===== src/design/cpu_pkg.sv =====
package cpu_pkg;

	localparam int CODE_WIDTH = 32;
	localparam int ROOT_BITS  = CODE_WIDTH / 2 + 1;
	localparam logic [CODE_WIDTH-1:0] NONTERM_MARK = CODE_WIDTH'(256);

	typedef enum logic [2:0] {
		OP_PAIR2   = 3'd0,
		OP_PAIR3   = 3'd1,
		OP_UNPAIR2 = 3'd2,
		OP_UNPAIR3 = 3'd3,
		OP_CLASS   = 3'd4
	} op_t;

	typedef struct packed {
		logic [2:0]  opcode;
		logic [31:0] operand_a;
		logic [31:0] operand_b;
		logic [31:0] operand_c;
		logic [31:0] code_in;
	} cmd_t;

	typedef struct packed {
		logic [31:0] code_out;
		logic [31:0] first_value;
		logic [31:0] second_value;
		logic [31:0] third_value;
		logic        is_nonterminal;
		logic        overflow;
	} res_t;

	// pair result: code plus overflow flag
	typedef struct packed {
		logic                  ovf;
		logic [CODE_WIDTH-1:0] code;
	} pr_t;

endpackage


===== src/design/cpu_unpair.sv =====
// Pipelined unpair: one root bit per stage, then y = z - t, x = w - y.
module cpu_unpair import cpu_pkg::*; (
	input  logic                  clk,
	input  logic                  arst_n,
	input  logic                  vin,
	input  logic [CODE_WIDTH-1:0] z,
	output logic                  vout,
	output logic [CODE_WIDTH-1:0] x,
	output logic [CODE_WIDTH-1:0] y
);
	localparam int NS = ROOT_BITS;
	localparam int TW = 2*ROOT_BITS + 1;

	logic [NS:0]                v_q;
	logic [NS:0][CODE_WIDTH-1:0] z_q;
	logic [NS:0][ROOT_BITS-1:0]  w_q;
	logic [NS:0][TW-1:0]         t_q;
	logic                        vo_q;
	logic [CODE_WIDTH-1:0]       x_q, y_q, yc;

	assign v_q[0] = vin;
	assign z_q[0] = z;
	assign w_q[0] = '0;
	assign t_q[0] = '0;

	// each stage tries one root bit: T(w+d) = T(w) + d*w + d(d+1)/2
	for (genvar k = 0; k < NS; k++) begin : g_bit
		localparam int B = NS - 1 - k;
		logic [TW-1:0] tc;
		always_comb begin
			tc = t_q[k] + (TW'(w_q[k]) << B) +
				((TW'(1) << (2*B)) + (TW'(1) << B)) / 2;
		end
		always_ff @(posedge clk or negedge arst_n) begin
			if (!arst_n) v_q[k+1] <= 1'b0;
			else         v_q[k+1] <= v_q[k];
		end
		always_ff @(posedge clk) begin
			z_q[k+1] <= z_q[k];
			if (tc <= TW'(z_q[k])) begin
				w_q[k+1] <= w_q[k] | (ROOT_BITS'(1) << B);
				t_q[k+1] <= tc;
			end else begin
				w_q[k+1] <= w_q[k];
				t_q[k+1] <= t_q[k];
			end
		end
	end

	assign yc = z_q[NS] - t_q[NS][CODE_WIDTH-1:0];

	always_ff @(posedge clk or negedge arst_n) begin
		if (!arst_n) vo_q <= 1'b0;
		else         vo_q <= v_q[NS];
	end
	always_ff @(posedge clk) begin
		y_q <= yc;
		x_q <= CODE_WIDTH'(w_q[NS]) - yc;
	end

	assign vout = vo_q;
	assign x = x_q;
	assign y = y_q;
endmodule


===== config.mk =====
export PLATFORM = sky130hd
export DESIGN_NAME = cpu_unpair
export DESIGN_NICKNAME = d
export VERILOG_FILES = /design/src/design/cpu_pkg.sv /design/src/design/cpu_unpair.sv
export SDC_FILE = /design/constraint.sdc
export NUM_CORES = 2
export LEC_CHECK = 0
export BUFFER_PORTS_ARGS = -buffer_cell sky130_fd_sc_hd__buf_2
export CORE_MARGIN = 2
export CORE_UTILIZATION = 40
export CTS_BUF_LIST = sky130_fd_sc_hd__clkbuf_16
export CTS_CLUSTER_SIZE = 16
export DETAILED_ROUTE_END_ITERATION = 16
export HOLD_SLACK_MARGIN = 0.05
export SLEW_MARGIN = 20
export SYNTH_ARGS = -nofsm -noshare
export SYNTH_HDL_FRONTEND = slang
export SYNTH_SLANG_ARGS = --single-unit

===== constraint.sdc =====
create_clock -name clk -period 6.4 [get_ports clk]
set_input_delay 0.32 -clock clk [delete_from_list [all_inputs] [get_ports clk]]
set_output_delay 0.32 -clock clk [all_outputs]
set_load 0.02 [all_outputs]

==> out/metrics.cfg <==
[worst_setup_path]
critPathRequiredTime_ns=7.01
critical_path_class=reg2reg
crit_chain=inv_1 -> fa_1 -> nor2b_1 -> o21a_1 -> o21ai_0 -> a211oi_1 -> buf_4 -> o31a_1 -> nor3_1 -> o21ai_0 -> nand2_1 -> nor3_1 -> xor2_1 -> ha_1 -> nand4_1 -> nor3_1 -> o21ai_0 -> o31ai_1 -> o31a_1 -> o31a_1 -> or4_1 -> buf_4 -> inv_1 -> mux2_2
critPathTopFamily=compound AO/OA/AOI/OAI gates
cp.arrival_ns=6.41
crit_buf_inv=4
crit_slowest_cell=o21ai_0
critPathMaxStageDelay_ns=0.53
cp-end-kind=flop
start_kind=flop
critPathMaxFanout=34

[timing]
relSlewSlack_pct=31.43
fmax_mhz=172.6
worstMarginPinSlew_ns=1.018
period_share_pct=90.54
clock_skew_ns=0.05912
hold_viol=0
fin_setup_tns_ns=0
finalSetupViolCount=0
rsz0062_at_grt=no
fin_crit_ns=5.795
slew_viol_final=0

[grt]
grt_pass1_vias=32400
grt_usage_pct=16.61
grt_first_pass_wirelength_um=162500
antenna_found_initial=0
grt_max_degree=35
gr-total-overflow=0

[power]
leakagePower_nw=25.34
ir_drop_mv=0.2751
powerDensity_mw_per_mm2=549.0

[synthesis]
synth-edff-count=0
synth_seq_area_share_pct=49.10
synth_cells=4529
ys_ff_latch=1158
syn_area_mm2=0.04740
ys_async_sr_fraction_pct=1.554
ys.warnings.count=0
ys_types=97
postSynthAreaPerCell_um2=10.47
ys.flop_type=dfxtp_1

[finish]
areaGrowthSynthToFinish_pct=14.25
final_util_pct=45.99
layout_commonest_cell=dfxtp_1
fin_nets=5323
diodes=0
drive_gt1_share_pct=9.866
layout_common_cells=dfxtp_1, ha_1, inv_1, xnor2_1, nor2_1

[die]
fp.dieW_um=348.2
ios=100
fp.coreArea_mm2=0.1178
num_rows=126
die_h_um=348.2
die-area_mm2=0.1213
start_util_pct=40.25

[place]
io_buffers=99
routabilityCongestion=0.8609
dp_hpwl_um=79530

[clocking]
cts_setup_buffers=0
cts_root_buffer=clkbuf_16
cts_tree=yes
cts_buffer_depth=3
cts_sinks=1158
cts_resized=0
htree_levels=3
numCtsBuffers=118
clk_latency_ns=0.75
hold_buffers=35
path_clk_slew_ns=0.06

[routing]
ant_nets=0
drcViolationCount=0
drt-total-wl_um=99830
wire_per_inst_um=15.60
drt-initial-drc-count=1188
dr.pass1.iters=5
via_per_inst=4.850
vias=31050

[run_status]
status=finished clean

[run]
maxCapViolCount=0

[hold_path]
hp-class=in2reg

## area by class of cell
class	instances	area [um^2]
clock inverters	99	1018
clock buffers	119	2978
inverters	471	1770
flip-flops and latches	1158	23270
multi-input cells	2864	22190
fillers	10880	63610
well taps	1536	1922
repair buffers	154	1008
## cell families after synthesis
logic type                 Yosys count  synth area share (%)
and+or+nand+nor                   1009                 11.14
buffers and inverters              509                 4.139
muxes                              131                 3.123
adders and majority gates          521                 13.80
other                                1              0.007911
DFF                               1158                 49.10
xor gates and xnor gates           416                 7.686
AOI/OAI and AO/OA                  784                 11.00
## state kept, by name (all words and copies together), names as in the netlist
| name | cells |
|---|---|
| t_q | 387 |
| v_q | 17 |
| vout | 1 |
| w_q | 145 |
| x | 32 |
| y | 32 |
| z_q | 544 |
## stage by stage
stage          instances  power (mW)  setup slack [ns]  hold slack [ns]  area (um^2)
2_1_floorplan       4531       19.65             1.707          0.02441        47410
3_3_place_gp        6148       22.77            0.6529           0.2569        49810
6_report            6401       29.73            0.6052           0.1944        54160
3_5_place_dp        6148       22.98            0.6190           0.2688        49810
4_1_cts             6401       30.05            0.6124           0.1248        54160
5_1_grt             6401       32.07            0.2393           0.1570        54160
## metal layers
layer,global-route usage (%),wire (um)
met5,0,0
met4,8.428,5258
met3,2.793,2878
met2,32.05,52000
met1,17.06,39700
## worst register-to-register path: stages (launching register included)
cell and delay (ns):
dfxtp_1 0.38, inv_1 0.08, fa_1 0.43, nor2b_1 0.13, o21a_1 0.16, o21ai_0 0.13
a211oi_1 0.25, buf_4 0.18, o31a_1 0.16, nor3_1 0.06, o21ai_0 0.53, nand2_1 0.31
nor3_1 0.31, xor2_1 0.18, ha_1 0.26, nand4_1 0.12, nor3_1 0.07, o21ai_0 0.07
o31ai_1 0.10, o31a_1 0.24, o31a_1 0.27, or4_1 0.51, buf_4 0.29, inv_1 0.14
mux2_2 0.33
## power by group
| group | internal (mW) | total [mW] | switching [mW] |
|---|---|---|---|
| Combinational | 5.82 | 12.8 | 7.01 |
| Sequential | 8.88 | 9.99 | 1.11 |
| Clock | 4.04 | 6.91 | 2.88 |
| Total | 18.7 | 29.7 | 11.0 |
## cell usage after synthesis (89+ instances only)
library cell / instances / share of area [%]
nand4_1: 89 / 1.2
xnor2_1: 248 / 4.6
a21o_1: 158 / 2.5
nand3_1: 97 / 1.0
o21ai_0: 127 / 1.3
nand2_1: 185 / 1.5
ha_1: 518 / 14
nor2_1: 232 / 1.8
inv_1: 466 / 3.7
a21oi_1: 205 / 2.2
dfxtp_1: 1140 / 48
xor2_1: 168 / 3.1
mux2_2: 123 / 2.9
## final timing paths
kind	from	to	slack (ns)	cells after the start
max	t_q[560]$_DFF_P_	t_q[608]$_DFF_P_	0.61	24
max in group asynchronous	arst_n	vout$_DFF_PN0_	5.15	3
min reg2reg	z_q[463]$_DFF_P_	z_q[495]$_DFF_P_	0.32	0
min	z[1]	z_q[33]$_DFF_P_	0.19	2
min in group asynchronous	arst_n	v_q[1]$_DFF_PN0_	0.71	3
max reg2reg	t_q[560]$_DFF_P_	t_q[608]$_DFF_P_	0.61	24
(Power assumes the default switching activity.)
