<file path="src/design/cpu_pkg.sv">
package cpu_pkg;

	localparam int CODE_WIDTH = 32;
	localparam int ROOT_BITS  = CODE_WIDTH / 2 + 1;
	localparam logic [CODE_WIDTH-1:0] NONTERM_MARK = CODE_WIDTH'(256);

	typedef enum logic [2:0] {
		OP_PAIR2   = 3'd0,
		OP_PAIR3   = 3'd1,
		OP_UNPAIR2 = 3'd2,
		OP_UNPAIR3 = 3'd3,
		OP_CLASS   = 3'd4
	} op_t;

	typedef struct packed {
		logic [2:0]  opcode;
		logic [31:0] operand_a;
		logic [31:0] operand_b;
		logic [31:0] operand_c;
		logic [31:0] code_in;
	} cmd_t;

	typedef struct packed {
		logic [31:0] code_out;
		logic [31:0] first_value;
		logic [31:0] second_value;
		logic [31:0] third_value;
		logic        is_nonterminal;
		logic        overflow;
	} res_t;

	// pair result: code plus overflow flag
	typedef struct packed {
		logic                  ovf;
		logic [CODE_WIDTH-1:0] code;
	} pr_t;

endpackage

</file>
<file path="src/design/cpu_pair.sv">
// Pipelined pairing: sum, triangular product, add b, range check.
module cpu_pair import cpu_pkg::*; (
	input  logic                  clk,
	input  logic                  arst_n,
	input  logic                  vin,
	input  logic                  ovf_in,
	input  logic [CODE_WIDTH-1:0] a,
	input  logic [CODE_WIDTH-1:0] b,
	output logic                  vout,
	output pr_t                   res
);
	logic                    v_s1, v_s2, v_s3;
	logic [CODE_WIDTH:0]     sum_s1;
	logic [CODE_WIDTH-1:0]   b_s1, b_s2;
	logic                    ovf_s1, ovf_s2;
	logic [2*CODE_WIDTH+1:0] tri_s2;
	pr_t                     res_s3;
	logic [CODE_WIDTH:0]     half_c, odd_c;
	logic [2*CODE_WIDTH+2:0] sum_full;

	// halve the even factor of s(s+1)
	always_comb begin
		if (!sum_s1[0]) begin
			half_c = sum_s1 >> 1;
			odd_c  = sum_s1 + 1'b1;
		end else begin
			half_c = (sum_s1 >> 1) + 1'b1;
			odd_c  = sum_s1;
		end
		sum_full = {1'b0, tri_s2} + {{(CODE_WIDTH+3){1'b0}}, b_s2};
	end

	always_ff @(posedge clk or negedge arst_n) begin
		if (!arst_n) begin
			v_s1 <= 1'b0;
			v_s2 <= 1'b0;
			v_s3 <= 1'b0;
		end else begin
			v_s1 <= vin;
			v_s2 <= v_s1;
			v_s3 <= v_s2;
		end
	end

	// advance payload
	always_ff @(posedge clk) begin
		sum_s1 <= {1'b0, a} + {1'b0, b};
		b_s1   <= b;
		ovf_s1 <= ovf_in;
		tri_s2 <= (2*CODE_WIDTH+2)'(half_c * odd_c);
		b_s2   <= b_s1;
		ovf_s2 <= ovf_s1;
		res_s3.ovf  <= ovf_s2 || (|sum_full[2*CODE_WIDTH+2:CODE_WIDTH]);
		res_s3.code <= (ovf_s2 || (|sum_full[2*CODE_WIDTH+2:CODE_WIDTH])) ?
			'0 : sum_full[CODE_WIDTH-1:0];
	end

	assign vout = v_s3;
	assign res  = res_s3;
endmodule

</file>
<file path="config.mk">
export PLATFORM = sky130hd
export DESIGN_NAME = cpu_pair
export DESIGN_NICKNAME = d
export VERILOG_FILES = /design/src/design/cpu_pkg.sv /design/src/design/cpu_pair.sv
export SDC_FILE = /design/constraint.sdc
export NUM_CORES = 2
export LEC_CHECK = 0
export BUFFER_PORTS_ARGS = -buffer_cell sky130_fd_sc_hd__buf_2
export CAP_MARGIN = 0
export CORE_UTILIZATION = 65
export CTS_CLUSTER_SIZE = 25
export DETAILED_ROUTE_END_ITERATION = 16
export PLACE_DENSITY_LB_ADDON = 0.1
export SYNTH_ARGS = -nofsm -noshare
export SYNTH_HDL_FRONTEND = slang
export SYNTH_SLANG_ARGS = --single-unit
</file>
<file path="constraint.sdc">
create_clock -name clk -period 11.2 [get_ports clk]
set_clock_uncertainty 0.15 [all_clocks]
set_input_delay 1.68 -clock clk [delete_from_list [all_inputs] [get_ports clk]]
set_output_delay 1.68 -clock clk [all_outputs]
set_load 0.01 [all_outputs]
</file>
==> key figures <==
Run status
  – Status: completed

Setup path
  – Startpoint Class: flip-flop
  – Cell family with most CP delay: adder cells
  – Critical R2R Launch: sum_s1[2]$_DFF_P_
  – FF-to-FF setup slack: 0.43 ns
  – Crit path buffers/inverters: 6
  – Slowest CP cell: nor3_1
  – Reg2reg end: tri_s2[63]$_DFF_P_
  – Cell depth of the worst flop-to-flop path: 34
  – Worst-path fanout max: 28
  – CP endpoint kind: flip-flop
  – Critical path depth: 34
  – Cell repeated most along the worst path: fa_1
  – CP required: about 12 ns
  – Slowest stage delay, CP: 0.55 ns
  – Critical Path AT: around 11 ns
  – Critical path class: flip-flop to flip-flop
  – Crit path launch: sum_s1[2]$_DFF_P_
  – CP Capture Point: tri_s2[63]$_DFF_P_

Clock tree
  – Hold-fix buffers, CTS: 0
  – Clk sink count: 201
  – CTS Buf Count: 22
  – Clock Tree Root: clkbuf_16
  – Clk Latency, worst-skew pair: approximately 0.53 ns
  – Clk buf depth: 3
  – H-tree levels: 1
  – Post-CTS setup buffer count: 0
  – CTS tree: yes
  – Reg clk slew, reported paths: around 0.070 ns

Placement
  – Port buffer count: approximately 100
  – Post-DP HPWL: approximately 110 mm
  – Pre-CTS setup slack: between 0.4 and 0.5 ns
  – Final Wtd Congestion: roughly 1.0

Global route
  – GR peak layer: met2
  – Met2 Use GR: 0.660
  – Global route overflow: 0
  – Vias in the first global route: roughly 36k
  – Pin count of the biggest net entering global routing: 37
  – Met1 Resource Use GR: 0.509
  – First-pass GRT wire length: ~210 mm
  – Initial antenna violation count: 3
  – GRT Total Usage: 0.415
  – Global-route track usage on met3: 0.0777

Drt
  – Routed Antenna Nets: 0
  – Routed WL: ~140 mm
  – Vias per std cell: 5.89
  – # DRC: 0
  – Initial DRC Count: approximately 2.9k
  – Vias post-DR: 34.6k
  – DR WL/cell: 23.3 µm
  – Initial DRT Pass Iterations: 6

Layout
  – Area growth syn-to-layout: 5.76%
  – Share of cells above drive strength 1: 0.0665
  – Reg area: ~0.0040 mm²
  – Fill cells: between 5k and 6k
  – Multi-input logic area: roughly 0.035 mm²
  – Layout Utilization: 0.700
  – Fin nets: around 6.3k
  – Diodes inserted: 0

STA
  – Fmax: 0.0928 GHz
  – PnR worst setup slack: about 0.43 ns
  – Fin. Hold Viols: 0
  – Worst slew margin: 0.0898
  – # setup viols final: 0
  – Worst-Margin Slew: between 1 and 1.5 ns
  – Final period util: 0.962
  – Crit path time final: approximately 11 ns
  – Hold Slack: around 0.17 ns
  – RSZ-0062 raised after global routing: no
  – Max-slew violation count: 0
  – Final TNS setup: 0 ns

Yosys
  – Syn Nets: 6331
  – Synth top area cells: fa_1 44%, ha_1 9.4%, inv_1 9.3%
  – Post-synth ARST share: 0.0149
  – Post-synth EDFFs: 0
  – Post-Syn Area: roughly 0.044 mm²
  – Post-synthesis cell count: roughly 5k
  – Seq/Total Area, Yosys: 0.0919
  – Top_reg_cell synth: dfxtp_1
  – Top-area cell type share of the netlist area: 0.437
  – Biggest area consumer among synthesized cells: fa_1
  – Most common cell in the netlist: inv_1
  – Distinct cells, synth: between 70 and 80
  – Syn Area/Cell: 8.84 µm²
  – Synthesized flop and latch total: 201
  – Syn. warnings: 0
  – Leading cell types by count after synthesis: 1089 x inv_1, 960 x fa_1, 652 x nand2_1

Floorplan
  – IO Pins: 102
  – FP Rows: between 90 and 100
  – Die Y: between 200 and 300 µm
  – Starting Density: 0.662
  – Die width: 262 µm
  – Die Area: around 0.069 mm²
  – Core Box Area: approximately 0.066 mm²

Flow run
  – Max Cap Violations: 0

Min path
  – HP Class: flip-flop to flip-flop
==> how the worst min path moves through the flow <==
stage,from,to,slack [ns],cells after the start
2_1_floorplan,b_s1[0]$_DFF_P_,b_s2[0]$_DFF_P_,0.16,0
3_3_place_gp,b_s1[3]$_DFF_P_,b_s2[3]$_DFF_P_,0.16,0
3_5_place_dp,b_s1[12]$_DFF_P_,b_s2[12]$_DFF_P_,0.16,0
4_1_cts,b_s1[4]$_DFF_P_,b_s2[4]$_DFF_P_,0.18,0
5_1_grt,b_s1[3]$_DFF_P_,b_s2[3]$_DFF_P_,0.18,0
6_report,b_s1[22]$_DFF_P_,b_s2[22]$_DFF_P_,0.17,0
==> state kept, by name, indices dropped and copies added (netlist names) <==
signal / count
ovf_s1: 1
b_s1: 32
v_s2: 1
sum_s1: 33
res: 33
b_s2: 32
tri_s2: 66
ovf_s2: 1
vout: 1
v_s1: 1
==> per-layer routing <==
metal	routed length (µm)	vias to the layer above
met4	12700	2
li1	-	14900
met3	12800	553
met5	11	-
met1	48500	17300
met2	63000	1844
==> through the flow <==
stage,area (µm²),cells
4_1_cts,46400,5869
3_5_place_dp,45700,5829
6_report,46500,5869
3_3_place_gp,45700,5829
2_1_floorplan,43900,4972
5_1_grt,46500,5869
==> cell type report <==
type                            count  share of cell area
Timing Repair Buffer              227              0.0314
Multi-Input combinational cell   3442               0.754
Tap cell                          864              0.0233
Inverter                         1095              0.0885
Clock inverter                     15             0.00347
Clock buffer                       25              0.0125
Sequential cell                   201              0.0869
==> what timing repair did <==
| item | 4_1_cts | 5_1_grt |
|---|---|---|
| hold endpoints to repair | 0 | 0 |
| setup endpoints to repair | 0 | 8 |
| gates resized for setup | 0 | 5 |
==> cells in the final DEF (no fill, tap or decap), drive strengths merged, types with 4 or more instances in the layout <==
cell type	Yosys	final
a211o	6	6
a211oi	15	15
a21boi	8	8
a21o	80	80
a21oi	127	127
a221oi	7	7
a311o	4	4
a31oi	20	20
and2	205	205
and3	22	22
and4	11	11
buf	25	227
clkbuf	209	25
clkinv	4	11
dfxtp	198	198
fa	960	960
ha	331	331
inv	1091	1094
mux2i	5	5
nand2	652	652
nand2b	13	13
nand3	55	55
nand4	47	47
nor2	393	393
nor2b	39	39
nor3	55	55
nor3b	6	6
nor4	9	9
o2111ai	4	4
o211ai	9	9
o21a	17	17
o21ai	74	74
o21bai	15	15
o31ai	5	5
or2	8	8
or3	8	8
xnor2	114	114
xor2	77	77
==> cell families (layout without fill, tap and decap cells) <==
logic type,Yosys count,in the layout,synth area share
simple gates,1533,1533,0.160
buf+inv,1329,1362,0.114
fa+ha+maj,1291,1291,0.532
compound gates,420,420,0.0621
flops,201,201,0.0919
xor+xnor,191,191,0.0382
mux,7,7,0.00165
Power is not shown: default switching activity piles up to over one toggle a cycle in this logic, so the estimate is an artifact.
